## src/hw/rtl/fftp_ram.sv

```systemverilog
// Single-port RAM with registered read data.
// Used for the page table and the key store; no dependencies.
module fftp_ram #(
   parameter int unsigned WIDTH = 32,
   parameter int unsigned DEPTH = 16,
   localparam int unsigned AW   = (DEPTH > 1) ? $clog2(DEPTH) : 1
) (
   input  logic             clock,
   input  logic             wr_en,
   input  logic [AW-1:0]    addr,
   input  logic [WIDTH-1:0] wr_data,
   output logic [WIDTH-1:0] rd_data
);

   logic [WIDTH-1:0] mem [DEPTH];
   logic [WIDTH-1:0] rd_data_ff;

   always_ff @(posedge clock) begin
      if (wr_en) begin
         mem[addr] <= wr_data;
      end
      rd_data_ff <= mem[addr];
   end

   assign rd_data = rd_data_ff;

endmodule

```

## config.mk

```make
export PLATFORM = sky130hd
export DESIGN_NAME = fftp_ram
export DESIGN_NICKNAME = d
export VERILOG_FILES = /design/src/hw/rtl/fftp_ram.sv
export SDC_FILE = /design/constraint.sdc
export NUM_CORES = 1
export LEC_CHECK = 0
export BUFFER_PORTS_ARGS = -buffer_cell sky130_fd_sc_hd__buf_4
export CAP_MARGIN = 20
export CELL_PAD_IN_SITES_DETAIL_PLACEMENT = 1
export CELL_PAD_IN_SITES_GLOBAL_PLACEMENT = 2
export CORE_AREA = 2 2 179 269
export DETAILED_ROUTE_END_ITERATION = 10
export DIE_AREA = 0 0 181 271
export PLACE_DENSITY = 0.81
export SETUP_SLACK_MARGIN = 0.05
export SYNTH_ARGS = -nofsm -noshare
export SYNTH_HDL_FRONTEND = slang
export SYNTH_SLANG_ARGS = --single-unit
```

## constraint.sdc

```tcl
create_clock -name clock -period 5.32 [get_ports clock]
set_input_delay 1.064 -clock clock [delete_from_list [all_inputs] [get_ports clock]]
set_output_delay 1.064 -clock clock [all_outputs]
set_load 0.005 [all_outputs]
```

==> results.md <==
- Status: finished clean
- CTS Buf Count: 48
- DRC violations left: 0
- Port Buffer Count: 69
- Clock Root Buffer: clkbuf_16
- Number of flops mapped to enable cells by yosys: 512
- Avg Vias per Cell: 5.69
- R2r startpoint: mem[3][4]$_DFFE_PP_
- H-Tree Level Count: 2
- Ys flop type: edfxtp_1
- Largest net degree at the start of global routing: 96
- DRT Wirelength: 43.9 mm
- Syn Inst Count: 840
- CTS tree: built
- DRT antenna net count: 0
- Worst Setup Slack, final: 2110 ps
- Finished Layout Cells: 1571
- Worst slack, placed: 1520 ps
- HPWL after DPL: 24.9 mm
- Final Critical Period: 3210 ps
- Crit path cell chain: buf_4, nand2_1, nor2_4, buf_4
- Post-synth top area cell: edfxtp_1
- Core area: 0.0466 sq mm
- Setup violators final: 0
- Die Y: 271 um
- Vias post-DR: 8934
- Worst Reg-to-Reg Cells: 3
- Nets: 978
- Total gr overflow: 0
- Synth Register Bits: 544
- WHS Endpoint: rd_data[26]$_DFF_P_
- First-pass GRT wire length: 65.8 mm
- Initial Util: 0.426
- Post-synthesis sequential area ratio: 0.806
- Main combinational cell family by area after synthesis: multiplexers
- Synth Area in Adders: 0
- Actual slew at the worst max-slew pin: 1070 ps
- Mux share of post-synthesis cell area: 0.145
- Top cell type's share of synthesized area: 0.774
- Footprint of the multi-input gates: 0.00375 sq mm
- Flop-to-flop setup slack: 3890 ps
- Clock skew: 10.2 ps
- IO Pins: 70
- Iteration-0 DRC Markers: 744
- CP Capture Type: flop
- Compound-Gate Fraction of Synth Area: 0.0242
- Synthesized area: 0.0199 sq mm
- Routability cong.: 0.714
- Total power draw: 8.87 mW
- P_leak: 7.30 nW
- Post-CTS Setup Inserts: 0
- Max-cap violation count: 0
- Hold-critical path depth: 3
- Most Frequent Cell on Critical Path: buf_4
- Fraction of layout cells with a size suffix above 1: 0.322
- WP data required: 5580 ps
- Register area: 0.0160 sq mm
- Diodes inserted: 0
- Pre-Repair DR Iteration Count: 5
- CTS Hold Bufs: 0
- Crit path kind: in2reg
- CP max stage cell: nor2_4
- Synth cell count leaders: edfxtp_1 (512), mux4_2 (128), a22oi_1 (64)
- Inst Count DP: 1483
- Die area: 0.0491 sq mm
- Worst skew pair latency: 560 ps
- Critical path startpoint category: input pin
- Wire per inst: 28.0 um
- Most common cell in the netlist: edfxtp_1
- Clock-pin slew on the worst setup and hold paths: 70 ps
- Slew Viols, Final: 0
- Peak supply drop: 0.244 mV
- Fillers: 4153
- Area contributors post-synth: edfxtp_1 (77%), mux4_2 (15%), dfxtp_1 (3.2%)
- Syn Nets: 878
- Number of library cell types mapped by synthesis: 17
- Hold crit path type: reg2reg
- Post_cts resized: 0
- Slew margin rel.: 0.286
- CTS sink count: 544
- Initial antenna violation count: 1
- Fraction of synthesized cell area in xor and xnor cells: 0
- Global Route Usage Sum: 0.183
- Max Freq: 312 MHz
- Vias in the first global route: 10000
- Max Fanout on Critical Path: 59
- Clk buf depth: 3
- Unrepaired setup endpoints after global routing: no
- Crit Reg-Reg Endpoint: rd_data[4]$_DFF_P_
- Fraction of the cycle the final worst path needs: 0.602
- Pwr dens: 388 mW/mm^2
- Post-synthesis simple-gate area fraction: 0.0127
- Final Hold Vio Count: 0
- Async SR Flop Fraction: 0
- Avg Cell Area, Syn: 23.6 sq um
- Yosys warning total: 0
- Min-delay src: mem[14][26]$_DFFE_PP_
- Synth-to-Final Area Change: 15.2%
- Arrival time worst endpoint: 3470 ps
- Worst path max stage delay: 800 ps
- Row count: 97
- Die width: 181 um
- Total negative slack: 0 ps
final cells by class:
cell class,instances,share of cell area
timing repair buffer,95,0.0329
sequential,544,0.700
clock buffer,63,0.0563
tap,594,0.0325
clock inverter,24,0.0144
multi-input combinational,251,0.164
where the power goes:
group          total (mW)  switching (mW)  leakage [nW]  internal, mW
clock network        3.61            1.51         0.789          2.10
logic               0.439           0.247          1.62         0.192
registers            4.82          0.0318          4.89          4.79
total                8.87            1.79          7.30          7.08
per-layer routing:
layer	global-route usage	part of all wire
met1	0.218	0.37
met2	0.334	0.55
met3	0.0248	0.039
met4	0.0757	0.033
met5	0	0.00027
cell families (layout without fill, tap and decap cells):
group,after synthesis,count (layout)
flip-flops,544,544
multiplexers,128,128
AO/OA/AOI/OAI,64,64
AND/OR/NAND/NOR,59,59
buffers and inverters,45,182
through the flow:
step,area [sq um],utilization,hold slack (ps)
floorplan,19900,-,635
detailed placement,21200,0.456,668
global placement,21200,0.456,650
CTS,22900,0.490,674
finish,22900,0.491,668
global route,22900,0.491,710
registers in the layout, indices dropped and copies added (netlist names):
signal / cells
mem: 512
rd_data: 32
worst max-delay path: cells and delay by family:
kind          cells  cell delay (ps)
simple gates      2             1270
buf+inv           2             1000
placed cells by master (no fill, tap or decap):
master      count
buf_12          1
nor2_4         13
clkinvlp_4      2
a22oi_1        64
bufinv_16       8
nand3b_1        2
clkbuf_1       13
clkbuf_8        2
clkinv_1        3
clkinv_2        9
nor2b_4         2
and2_2          1
dfxtp_1        32
nand2_1        33
buf_4          92
nor3_2          4
or3b_2          1
mux4_2        128
edfxtp_1      512
nand2b_1        2
clkbuf_16      49
buf_16          1
nand3_1         1
inv_6           2
how the worst max path moves through the flow:
stage,start,slack [ps],to,cells past startpoint
final,addr[1],2110,mem[7][1]$_DFFE_PP_,4
after global routing,addr[1],2020,mem[7][22]$_DFFE_PP_,4
after CTS,addr[1],2120,mem[7][25]$_DFFE_PP_,4
after detailed placement,addr[1],1520,mem[7][25]$_DFFE_PP_,4
after global placement,addr[1],1640,mem[7][1]$_DFFE_PP_,4
after floorplan,addr[1],1010,mem[0][0]$_DFFE_PP_,4
Note: power is estimated with default switching activity, not from simulation.
