--- config.mk ---
export PLATFORM = sky130hd
export DESIGN_NAME = fftp_ctrl
export DESIGN_NICKNAME = d
export VERILOG_FILES = /design/src/hw/rtl/fftp_pkg.sv /design/src/hw/rtl/fftp_ctrl.sv
export SDC_FILE = /design/constraint.sdc
export NUM_CORES = 1
export LEC_CHECK = 0
export BUFFER_PORTS_ARGS = -buffer_cell sky130_fd_sc_hd__buf_2
export CAP_MARGIN = 20
export CORE_ASPECT_RATIO = 1.75
export CORE_MARGIN = 1.5
export CORE_UTILIZATION = 56
export CTS_CLUSTER_DIAMETER = 50
export DETAILED_ROUTE_END_ITERATION = 7
export HOLD_SLACK_MARGIN = 0.1
export PLACE_DENSITY_LB_ADDON = 0.3
export SETUP_SLACK_MARGIN = 0.3
export SLEW_MARGIN = 20
export SYNTH_ARGS = -nofsm -noshare
export SYNTH_HDL_FRONTEND = slang
export SYNTH_SLANG_ARGS = --single-unit
--- constraint.sdc ---
create_clock -name clock -period 10.9 [get_ports clock]
set_clock_uncertainty 0.2 [all_clocks]
set_input_delay 1.09 -clock clock [delete_from_list [all_inputs] [get_ports clock]]
set_output_delay 1.09 -clock clock [all_outputs]
set_load 0.02 [all_outputs]
--- src/hw/rtl/fftp_pkg.sv ---
// Shared types and constants of the first-fit record page table.
// Holds the transaction payload structs, operation and result codes, and parameter defaults.
// No dependencies.
package fftp_pkg;

   localparam int unsigned MaxPagesDefault   = 16;
   localparam int unsigned MaxRecordsDefault = 64;
   localparam int unsigned KeyBitsDefault    = 32;

   localparam int unsigned SlotOverhead      = 4;
   localparam logic [15:0] UsableSpaceReset  = 16'd4080;

   localparam logic [1:0] OP_INSERT = 2'd0;
   localparam logic [1:0] OP_STATUS = 2'd1;
   localparam logic [1:0] OP_SEARCH = 2'd2;

   localparam logic [2:0] KIND_INSERTED = 3'd0;
   localparam logic [2:0] KIND_REJECTED = 3'd1;
   localparam logic [2:0] KIND_TOTAL    = 3'd2;
   localparam logic [2:0] KIND_COUNT    = 3'd3;
   localparam logic [2:0] KIND_HIT      = 3'd4;
   localparam logic [2:0] KIND_MISS     = 3'd5;

   typedef struct packed {
      logic [1:0]  operation;
      logic [15:0] record_size;
      logic [31:0] key;
   } req_type;

   typedef struct packed {
      logic [2:0] result_kind;
      logic [3:0] page_index;
      logic [6:0] value;
      logic       last;
   } rsp_type;

endpackage

--- src/hw/rtl/fftp_ctrl.sv ---
// Sequencer of the page table: walks pages and key slots, with one shared
// subtractor for free space against record cost, and drives the result register.
// Depends on fftp_pkg; addresses the two fftp_ram instances of the top level.
module fftp_ctrl #(
   parameter int unsigned MAX_PAGES            = fftp_pkg::MaxPagesDefault,
   parameter int unsigned MAX_RECORDS_PER_PAGE = fftp_pkg::MaxRecordsDefault,
   parameter int unsigned KEY_BITS             = fftp_pkg::KeyBitsDefault,
   localparam int unsigned PCW   = $clog2(MAX_PAGES + 1),
   localparam int unsigned PAW   = (MAX_PAGES > 1) ? $clog2(MAX_PAGES) : 1,
   localparam int unsigned CW    = $clog2(MAX_RECORDS_PER_PAGE + 1),
   localparam int unsigned KDEP  = MAX_PAGES * MAX_RECORDS_PER_PAGE,
   localparam int unsigned KCW   = $clog2(KDEP + 1),
   localparam int unsigned KAW   = (KDEP > 1) ? $clog2(KDEP) : 1
) (
   input  logic                  clock,
   input  logic                  reset,
   input  logic                  req_valid,
   output logic                  req_stall,
   input  fftp_pkg::req_type     req_data,
   output logic                  rsp_valid,
   input  logic                  rsp_stall,
   output fftp_pkg::rsp_type     rsp_data,
   input  logic [15:0]           usable_space,
   output logic                  page_we,
   output logic [PAW-1:0]        page_addr,
   output logic [CW+15:0]        page_wdata,
   input  logic [CW+15:0]        page_rdata,
   output logic                  key_we,
   output logic [KAW-1:0]        key_addr,
   output logic [KEY_BITS-1:0]   key_wdata,
   input  logic [KEY_BITS-1:0]   key_rdata
);

   typedef enum logic [3:0] {
      S_IDLE,
      S_INS_RD,
      S_INS_CHK,
      S_INS_NEW,
      S_ST_TOT,
      S_ST_RD,
      S_ST_EMIT,
      S_SR_RD,
      S_SR_CHK,
      S_SR_SCAN,
      S_SR_END,
      S_SR_FIN
   } state_type;

   state_type             state_ff,     state_in;
   logic [16:0]           cost_ff,      cost_in;
   logic [KEY_BITS-1:0]   key_ff,       key_in;
   logic [PCW-1:0]        pages_ff,     pages_in;
   logic [PCW-1:0]        page_ff,      page_in;
   logic [KCW-1:0]        base_ff,      base_in;
   logic [CW-1:0]         cnt_ff,       cnt_in;
   logic [CW-1:0]         slot_ff,      slot_in;
   logic [CW-1:0]         copies_ff,    copies_in;
   logic                  cmp_pend_ff,  cmp_pend_in;
   logic                  hit_valid_ff, hit_valid_in;
   logic [PCW-1:0]        hit_page_ff,  hit_page_in;
   logic [CW-1:0]         hit_copies_ff, hit_copies_in;
   logic                  rsp_valid_ff, rsp_valid_in;
   fftp_pkg::rsp_type     rsp_ff,       rsp_in;

   logic [63:0]           key_wide;
   logic [CW-1:0]         pg_cnt;
   logic [15:0]           pg_free;
   logic [15:0]           sub_a;
   logic [17:0]           diff;
   logic                  fits;
   logic                  out_free;
   logic [PCW-1:0]        page_next;
   logic                  last_page;
   logic [KCW-1:0]        base_next;
   logic [CW-1:0]         key_off;
   logic [KCW-1:0]        key_sum;
   logic                  advance;

   function automatic fftp_pkg::rsp_type make_rsp(input logic [2:0]  kind,
                                                  input logic [31:0] page,
                                                  input logic [31:0] value,
                                                  input logic        last);
      fftp_pkg::rsp_type r;
      r.result_kind = kind;
      r.page_index  = page[3:0];
      r.value       = value[6:0];
      r.last        = last;
      return r;
   endfunction

   assign pg_cnt    = page_rdata[CW-1:0];
   assign pg_free   = page_rdata[CW+15:CW];
   assign out_free  = !rsp_valid_ff || !rsp_stall;
   assign page_next = page_ff + PCW'(1);
   assign last_page = (page_next == pages_ff);
   assign base_next = base_ff + KCW'(MAX_RECORDS_PER_PAGE);
   assign key_wide  = {32'd0, req_data.key};

   // shared subtractor: free space against record cost
   assign sub_a = (state_ff == S_INS_NEW) ? usable_space : pg_free;
   assign diff  = {2'b00, sub_a} - {1'b0, cost_ff};
   assign fits  = !diff[17];

   always_comb begin
      case (state_ff)
         S_SR_SCAN: key_off = slot_ff;
         S_INS_CHK: key_off = pg_cnt;
         default:   key_off = '0;
      endcase
   end
   assign key_sum   = base_ff + KCW'(key_off);
   assign key_addr  = key_sum[KAW-1:0];
   assign key_wdata = key_ff;
   assign page_addr = page_ff[PAW-1:0];

   always_comb begin
      state_in      = state_ff;
      cost_in       = cost_ff;
      key_in        = key_ff;
      pages_in      = pages_ff;
      page_in       = page_ff;
      base_in       = base_ff;
      cnt_in        = cnt_ff;
      slot_in       = slot_ff;
      copies_in     = copies_ff;
      cmp_pend_in   = cmp_pend_ff;
      hit_valid_in  = hit_valid_ff;
      hit_page_in   = hit_page_ff;
      hit_copies_in = hit_copies_ff;
      rsp_valid_in  = rsp_valid_ff && rsp_stall;
      rsp_in        = rsp_ff;
      page_we       = 1'b0;
      page_wdata    = {diff[15:0], pg_cnt + CW'(1)};
      key_we        = 1'b0;
      advance       = 1'b0;

      if (cmp_pend_ff && (key_rdata == key_ff)) begin
         copies_in = copies_ff + CW'(1);
      end

      case (state_ff)
         S_IDLE: begin
            if (req_valid) begin
               cost_in = 17'(req_data.record_size) + 17'(fftp_pkg::SlotOverhead);
               key_in  = key_wide[KEY_BITS-1:0];
               page_in = '0;
               base_in = '0;
               case (req_data.operation)
                  fftp_pkg::OP_INSERT: begin
                     state_in = (pages_ff == '0) ? S_INS_NEW : S_INS_RD;
                  end
                  fftp_pkg::OP_STATUS: begin
                     state_in = S_ST_TOT;
                  end
                  fftp_pkg::OP_SEARCH: begin
                     hit_valid_in = 1'b0;
                     state_in     = (pages_ff == '0) ? S_SR_FIN : S_SR_RD;
                  end
                  default: begin
                     state_in = S_IDLE;
                  end
               endcase
            end
         end
         S_INS_RD: begin
            state_in = S_INS_CHK;
         end
         S_INS_CHK: begin
            if ((pg_cnt < CW'(MAX_RECORDS_PER_PAGE)) && fits) begin
               if (out_free) begin
                  page_we      = 1'b1;
                  key_we       = 1'b1;
                  rsp_valid_in = 1'b1;
                  rsp_in       = make_rsp(fftp_pkg::KIND_INSERTED, 32'(page_ff),
                                          32'(pg_cnt + CW'(1)), 1'b1);
                  state_in     = S_IDLE;
               end
            end else begin
               page_in  = page_next;
               base_in  = base_next;
               state_in = last_page ? S_INS_NEW : S_INS_RD;
            end
         end
         S_INS_NEW: begin
            if (out_free) begin
               rsp_valid_in = 1'b1;
               state_in     = S_IDLE;
               if (fits && (pages_ff < PCW'(MAX_PAGES))) begin
                  page_we    = 1'b1;
                  page_wdata = {diff[15:0], CW'(1)};
                  key_we     = 1'b1;
                  pages_in   = pages_ff + PCW'(1);
                  rsp_in     = make_rsp(fftp_pkg::KIND_INSERTED, 32'(page_ff), 32'd1, 1'b1);
               end else begin
                  rsp_in = make_rsp(fftp_pkg::KIND_REJECTED, 32'd0, 32'd0, 1'b1);
               end
            end
         end
         S_ST_TOT: begin
            if (out_free) begin
               rsp_valid_in = 1'b1;
               rsp_in       = make_rsp(fftp_pkg::KIND_TOTAL, 32'd0, 32'(pages_ff),
                                       pages_ff == '0);
               state_in     = (pages_ff == '0) ? S_IDLE : S_ST_RD;
            end
         end
         S_ST_RD: begin
            state_in = S_ST_EMIT;
         end
         S_ST_EMIT: begin
            if (out_free) begin
               rsp_valid_in = 1'b1;
               rsp_in       = make_rsp(fftp_pkg::KIND_COUNT, 32'(page_ff), 32'(pg_cnt),
                                       last_page);
               page_in      = page_next;
               state_in     = last_page ? S_IDLE : S_ST_RD;
            end
         end
         S_SR_RD: begin
            state_in = S_SR_CHK;
         end
         S_SR_CHK: begin
            cnt_in      = pg_cnt;
            slot_in     = '0;
            copies_in   = '0;
            cmp_pend_in = 1'b0;
            state_in    = S_SR_SCAN;
         end
         S_SR_SCAN: begin
            if (slot_ff < cnt_ff) begin
               slot_in     = slot_ff + CW'(1);
               cmp_pend_in = 1'b1;
            end else begin
               cmp_pend_in = 1'b0;
               state_in    = S_SR_END;
            end
         end
         S_SR_END: begin
            if ((copies_ff != '0) && hit_valid_ff) begin
               if (out_free) begin
                  rsp_valid_in  = 1'b1;
                  rsp_in        = make_rsp(fftp_pkg::KIND_HIT, 32'(hit_page_ff),
                                           32'(hit_copies_ff), 1'b0);
                  hit_page_in   = page_ff;
                  hit_copies_in = copies_ff;
                  advance       = 1'b1;
               end
            end else begin
               if (copies_ff != '0) begin
                  hit_valid_in  = 1'b1;
                  hit_page_in   = page_ff;
                  hit_copies_in = copies_ff;
               end
               advance = 1'b1;
            end
            if (advance) begin
               page_in  = page_next;
               base_in  = base_next;
               state_in = last_page ? S_SR_FIN : S_SR_RD;
            end
         end
         S_SR_FIN: begin
            if (out_free) begin
               rsp_valid_in = 1'b1;
               state_in     = S_IDLE;
               if (hit_valid_ff) begin
                  rsp_in = make_rsp(fftp_pkg::KIND_HIT, 32'(hit_page_ff),
                                    32'(hit_copies_ff), 1'b1);
               end else begin
                  rsp_in = make_rsp(fftp_pkg::KIND_MISS, 32'd0, 32'd0, 1'b1);
               end
            end
         end
         default: begin
            state_in = S_IDLE;
         end
      endcase
   end

   always_ff @(posedge clock) begin
      if (reset) begin
         state_ff     <= S_IDLE;
         pages_ff     <= '0;
         cmp_pend_ff  <= 1'b0;
         hit_valid_ff <= 1'b0;
         rsp_valid_ff <= 1'b0;
      end else begin
         state_ff     <= state_in;
         pages_ff     <= pages_in;
         cmp_pend_ff  <= cmp_pend_in;
         hit_valid_ff <= hit_valid_in;
         rsp_valid_ff <= rsp_valid_in;
      end
      cost_ff       <= cost_in;
      key_ff        <= key_in;
      page_ff       <= page_in;
      base_ff       <= base_in;
      cnt_ff        <= cnt_in;
      slot_ff       <= slot_in;
      copies_ff     <= copies_in;
      hit_page_ff   <= hit_page_in;
      hit_copies_ff <= hit_copies_in;
      rsp_ff        <= rsp_in;
   end

   assign req_stall = (state_ff != S_IDLE);
   assign rsp_valid = rsp_valid_ff;
   assign rsp_data  = rsp_ff;

`ifndef SYNTHESIS
   a_pages_bound: assert property (@(posedge clock) disable iff (reset)
      pages_ff <= PCW'(MAX_PAGES))
      else $error("page count beyond table size");

   a_key_with_page: assert property (@(posedge clock) disable iff (reset)
      key_we |-> page_we)
      else $error("key store written without page table update");

   a_busy_after_accept: assert property (@(posedge clock) disable iff (reset)
      (req_valid && !req_stall &&
       (req_data.operation == fftp_pkg::OP_INSERT ||
        req_data.operation == fftp_pkg::OP_STATUS ||
        req_data.operation == fftp_pkg::OP_SEARCH)) |=> req_stall)
      else $error("new transaction taken while previous one in progress");

   a_write_with_slot: assert property (@(posedge clock) disable iff (reset)
      page_we |-> (!rsp_valid_ff || !rsp_stall))
      else $error("insert committed while result register blocked");

   a_copies_bound: assert property (@(posedge clock) disable iff (reset)
      (state_ff == S_SR_SCAN) |-> (copies_ff <= slot_ff))
      else $error("copy count exceeds slots compared");
`endif

endmodule

==> results of run 1 <==
==> logic make-up after synthesis <==
group,count (synthesis),synth area share (%)
and+or+nand+nor,189,14.0
AOI/OAI and AO/OA,138,13.5
adders and majority gates,34,6.29
buffers and inverters,65,4.00
DFF,117,48.2
muxes,23,3.61
xor gates and xnor gates,80,10.4
==> per-layer routing <==
metal | up-vias | global-route usage (%)
met2 | 302 | 52.7
li1 | 2799 | -
met5 | - | 0
met4 | 0 | 13.4
met3 | 61 | 7.00
met1 | 2741 | 29.1
==> worst max-delay path by stage <==
stage	slack, ps	endpoint	depth (start not counted)	startpoint
floorplan	5840	page_we	12	state_ff[3]$_SDFFE_PP0P_
global placement	5760	page_wdata[21]	14	state_ff[0]$_SDFFE_PP0P_
detailed placement	5640	page_wdata[21]	14	state_ff[0]$_SDFFE_PP0P_
CTS	5170	page_wdata[21]	14	state_ff[0]$_SDFFE_PP0P_
global route	4920	page_wdata[21]	14	state_ff[0]$_SDFFE_PP0P_
finish	5170	page_wdata[21]	14	state_ff[0]$_SDFFE_PP0P_
==> power by group <==
| group | internal (W) | switching [W] | total (W) |
|---|---|---|---|
| logic | 0.000223 | 0.000373 | 0.000596 |
| registers | 0.000591 | 0.0000657 | 0.000657 |
| clock network | 0.000344 | 0.000226 | 0.000570 |
==> cell usage in the layout, fill, tap and decap left out, drive strengths merged, types with 4 or more instances in the layout <==
cell	count
edfxtp	98
a22o	13
or2	4
o2111a	5
a21o	5
nor2b	4
a21oi	42
o21ai	28
a31oi	4
buf	215
nand3	24
nor2	53
nand2	35
or3	7
nand4	14
clkbuf	18
o21bai	5
ha	33
o31ai	6
inv	51
xor2	20
mux2i	8
nor3	11
xnor2	59
and3	8
nand2b	8
nor4	4
dfxtp	19
and2	6
o21a	7
mux2	15
==> sequential cells by signal, indices dropped and copies added (netlist names) <==
register       count
base_ff            4
cmp_pend_ff        1
cnt_ff             7
copies_ff          7
cost_ff           17
hit_copies_ff      7
hit_page_ff        4
hit_valid_ff       1
key_wdata         32
page_ff            5
pages_ff           5
rsp_data          15
rsp_valid          1
slot_ff            7
state_ff           4
==> worst max-delay path: stages, from the launching register on <==
cell and delay [ps]:
dfxtp_1 700, inv_2 260, nor4b_4 250, buf_4 300
mux2i_1 240, ha_1 190, inv_1 50, fa_1 400
a21o_1 170, a21oi_1 300, o21a_1 220, or3_1 150
a21oi_1 70, or4b_1 540, buf_2 180
==> cell type report <==
type	instances	area [um2]
Multi-Input combinational cell	464	3290
Fill cell	857	3340
Tap cell	165	206
Clock buffer	18	429
Inverter	43	161
Timing Repair Buffer	215	1080
Clock inverter	14	166
Sequential cell	117	3320
==> per-stage QoR <==
step           cells  worst slack (ps)  util, %  hold WS [ps]  power, W
3_3_place_gp    1004              5760     67.2           263   0.00124
4_1_cts         1036              5170     72.1           311   0.00182
3_5_place_dp    1004              5640     67.2           294   0.00126
2_1_floorplan    646              5840        -           237   0.00107
6_report        1036              5170     72.1           315   0.00182
5_1_grt         1036              4920     72.1           322   0.00190
==> metrics.md, run 1 <==
| Metric | Value |
|---|---|
| Final HPWL DP | 14.3 mm |
| Worst Path Required | 9610 ps |
| Global-route wire length before repair | 28.3 mm |
| Synth Net Count | 805 |
| Setup slack, reg-to-reg | 6380 ps |
| Min cycle time layout | 5730 ps |
| Worst skew pair latency | 420 ps |
| Mapped Avg Cell Area | 10.7 um2 |
| Dominant synthesized flop cell | edfxtp_1 |
| Synth Cell Area | 0.00689 mm2 |
| Port Buffers | 212 |
| F_max | 174 MHz |
| Number of CTS-inserted buffers | 17 |
| Kind of critical path | reg2out |
| Post-route setup TNS | 0 ps |
| Critical path launch point type | register |
| DR DRC count | 0 |
| Met2 WL | 10.0 mm |
| Hold endpoint | cmp_pend_ff$_SDFFE_PP0P_ |
| Hold Crit Depth | 2 |
| Pwr Density | 211 mW/mm2 |
| Ports | 213 |
| Post-synth EDFFs | 98 |
| Vias per cell | 5.70 |
| Initial antenna violation count | 0 |
| Synth top area cells | edfxtp_1 43%, xnor2_1 7.5%, ha_1 6.0% |
| Post-synth ARST share | 0% |
| Post-route ant nets | 0 |
| DIE WIDTH | 86.8 um |
| Postcts setup bufs | 0 |
| Clock root buffer | clkbuf_16 |
| Initial Utilization | 57.4% |
| Largest net degree at the start of global routing | 50 |
| Grt total ovfl | 0 |
| RSZ-0062 raised after global routing | false |
| Drt pass-1 iters | 6 |
| Reg2reg end | rsp_data[14]$_SDFFCE_PP0P_ |
| Max FO, Critical Path | 17 |
| Hold_buf cts | 0 |
| DP Area | 0.00806 mm2 |
| Hold Startpoint | cmp_pend_ff$_SDFFE_PP0P_ |
| Worst Path Arrival | 4440 ps |
| FF+latch count, synth | 117 |
| CTS tree | yes |
| Max cap viols | 0 |
| Status | completed |
| Worst slew pin tran | 1030 ps |
| Design Area, Final | 0.00866 mm2 |
| GRT Util Overall | 28.4% |
| Peak supply drop | 0.139 mV |
| Chip Height | 150 um |
| Area grow syn2layout | 25.7% |
| Met3 WL | 1.28 mm |
| Lkg Pwr | 3.59 nW |
| GPL Wtd Cong | 0.958 |
| Cell taking the most area after synthesis | edfxtp_1 |
| Register area share after synthesis | 48.2% |
| Post-synth top cells | 98 x edfxtp_1, 59 x xnor2_1, 53 x nor2_1, 42 x a21oi_1, 42 x inv_1 |
| Pins Over Slew Limit | 0 |
| Worst R2R Start | state_ff[0]$_SDFFE_PP0P_ |
| Final period util | 52.6% |
| Synth warn | 0 |
| Vias in the first global route | 5,956 |
| Initial DRC count | 383 |
| Synth top area share | 42.7% |
| Share of layout cells above drive strength 1 | 31.1% |
| Distinct cells, synth | 59 |
| Metal-1 WL | 6.30 mm |
| H-tree Lvls | 4 |
| Reg2Reg Depth | 11 |
| Nets@finish | 1,017 |
| Longest Clk Path Bufs | 2 |
| DR vias | 5,903 |
| Synth Instances | 646 |
| DIE AREA | 0.0130 mm2 |
| Num rows | 53 |
| CTS clk-pin slew, worst paths | 60 ps |
| CP endpoint kind | primary output |
| Top sig layer | met4 |
| Ant diodes | 0 |
| Final count of hold timing violations | 0 |
| Most frequent cell after synthesis | edfxtp_1 |
| Wire per inst | 17.7 um |
| # clock sinks | 117 |
| HP Class | reg2reg |
| Core ar. | 0.0120 mm2 |
| Slew margin rel. | 31.1% |
| PostCTS Resize Cnt | 0 |
| Total Wirelength | 18.3 mm |
| Setup Viol. Count Final | 0 |
No activity file was read; power rests on OpenSTA's default activity.
==> run 2: changes to the inputs <==
CORE_UTILIZATION = 52   (was 56)
clock period = 6 ns   (was 10.9 ns; I/O delays follow)
==> run 2 against run 1 <==
  * Combinational power is 88% higher
  * Highest routed layer unchanged
  * Via count up 0.39%
  * Non-clock buffer count up 7
  * Setup slack got worse by 4400 ps
==> metrics.md, run 2 (same netlist as run 1, synthesis figures left out) <==
| Metric | Value |
|---|---|
| Status | completed |
| # clock sinks | 117 (unchanged) |
| GPL Wtd Cong | 0.899 (-6.2%) |
| Pwr Density | 380 mW/mm2 (+81%) |
| Ant diodes | 0 (unchanged) |
| Ports | 213 (unchanged) |
| DIE WIDTH | 90 um (+3.6%) |
| Number of CTS-inserted buffers | 17 (unchanged) |
| Min cycle time layout | 5280 ps |
| Critical path launch point type | register |
| Share of layout cells above drive strength 1 | 31.7% (+0.55 points) |
| Max cap viols | 0 (unchanged) |
| Multi-input logic area | 0.00329 mm2 (unchanged) |
| Grt total ovfl | 0 (unchanged) |
| DR DRC count | 0 (unchanged) |
| Hold WS | 152 ps (-163 ps) |
| Hold_buf cts | 0 (unchanged) |
| H-tree Lvls | 4 (unchanged) |
| CTS tree | yes |
| Lkg Pwr | 3.64 nW (+1.1%) |
| Initial antenna violation count | 0 (unchanged) |
| Worst Path Required | 5200 ps (-4410 ps) |
| CP endpoint kind | primary output |
| Commonest non-fill, non-tap cells in the layout | 212 x buf_2, 98 x edfxtp_1, 59 x xnor2_1 |
| Fill count | 1,054 (+23%) |
| F_max | 190 MHz |
| Drt pass-1 iters | 5 (-1) |
| Worst slew pin tran | 1050 ps (+18.8 ps) |
| Core ar. | 0.0129 mm2 (+7.8%) |
| Num rows | 55 (+3.8%) |
| Total Power | 0.00332 W (+82%) |
| CTS clk-pin slew, worst paths | 60 ps (about the same) |
| Cell count after placement | 1,014 (+1.0%) |
| Vias per cell | 5.65 (-0.85%) |
| Slew margin rel. | 29.9% (-1.3 points) |
| Initial DRC count | 446 (+16%) |
| Total Wirelength | 18.4 mm (+0.32%) |
| Initial Utilization | 53.2% (-4.1 points) |
| Vias in the first global route | 5,965 (+0.15%) |
| Post-route ant nets | 0 (unchanged) |
| Register area | 0.00332 mm2 (unchanged) |
| Commonest non-fill, non-tap cell in the layout | buf_2 |
| Post-layout util | 67.4% (-4.7 points) |
| Kind of critical path | reg2out |
| Largest net degree at the start of global routing | 50 (unchanged) |
| RSZ-0062 raised after global routing | false |
| GRT Util Overall | 25.9% (-2.5 points) |
| Post-route insts no fill | 1,049 (+1.3%) |
| Wire per inst | 17.5 um (-0.92%) |
| Port Buffers | 212 (unchanged) |
| Global-route wire length before repair | 28.5 mm (+0.73%) |
| Chip Height | 155 um (+3.7%) |
| Longest Clk Path Bufs | 2 (unchanged) |
| Clock root buffer | clkbuf_16 |
| Nets@finish | 1,024 (+0.69%) |
| DR vias | 5,926 (+0.39%) |
| Max reg flops | 32 (unchanged) |
| Final HPWL DP | 14.2 mm (-0.29%) |
| Peak supply drop | 0.225 mV (+62%) |
| HP Class | in2reg |
| Final count of hold timing violations | 0 (unchanged) |
| DIE AREA | 0.0140 mm2 (+7.5%) |
| Setup Viol. Count Final | 0 (unchanged) |
| Area grow syn2layout | 26.6% |
| Pins Over Slew Limit | 0 (unchanged) |
| Max FO, Critical Path | 17 (unchanged) |
| Final period util | 87.9% |
| Post-route setup TNS | 0 ps (unchanged) |
| Worst skew pair latency | 420 ps (about the same) |
| Worst Path Arrival | 4480 ps (+40 ps) |
## run 2: cell count changes in the layout (fill, tap and decap cells not counted), sizes merged
cell	before	now
buf	215	222
clkinv	1	4
clkinvlp	3	2
inv	51	49
## run 2: worst paths after layout
kind / from / endpoint / slack, ps / cells after the start
worst max-delay path: state_ff[0]$_SDFFE_PP0P_ / page_wdata[21] / 720 / 14
worst min-delay path: req_data[20] / key_wdata[20]$_DFFE_PP_ / 150 / 1
worst max register to register: state_ff[0]$_SDFFE_PP0P_ / rsp_data[2]$_DFFE_PP_ / 1400 / 12
worst min register to register: copies_ff[3]$_SDFFE_PP0P_ / hit_copies_ff[3]$_DFFE_PP_ / 320 / 0
## run 2: metrics by stage
stage,cell area [um2],worst slack [ps]
2_1_floorplan,6890,1430
3_3_place_gp,8100,1080
3_5_place_dp,8100,940
4_1_cts,8700,464
5_1_grt,8720,550
6_report,8720,725
## run 2: layout make-up
| cell class | instances | share of cell area, % |
|---|---|---|
| clock buffer | 18 | 4.92 |
| sequential | 117 | 38.1 |
| inverter | 43 | 1.85 |
| timing repair buffer | 222 | 13.0 |
| clock inverter | 14 | 1.92 |
| tap | 171 | 2.45 |
| multi-input combinational | 464 | 37.7 |
## run 2: layer usage
layer	share of wire, %	GRT usage (%)	up-vias
met5	0	0	-
met4	3.7	14.3	0
met3	4.8	4.40	60
met2	55	48.0	255
met1	37	27.6	2794
li1	-	-	2817
## run 2: report_power, final
group          switching (W)  internal, W  total, W
logic               0.000705     0.000412   0.00112
registers           0.000103      0.00107   0.00118
clock network       0.000399     0.000624   0.00102
total                0.00121      0.00211   0.00332
## run 2: worst max-delay path, cell delays in order, from the launching register on
cell and delay, ps:
dfxtp_1 700, inv_2 260, nor4b_4 340, buf_4 210, mux2i_1 210, ha_1 210
inv_1 60, fa_1 420, a21o_1 180, a21oi_1 310, o21a_1 210, or3_1 160
a21oi_1 70, or4b_1 540, buf_2 180
## run 2: repair_timing
item | in CTS | in global routing
endpoints found under the setup margin | 0 | 9
buffers inserted | 0 | 3
resized for setup | 0 | 0
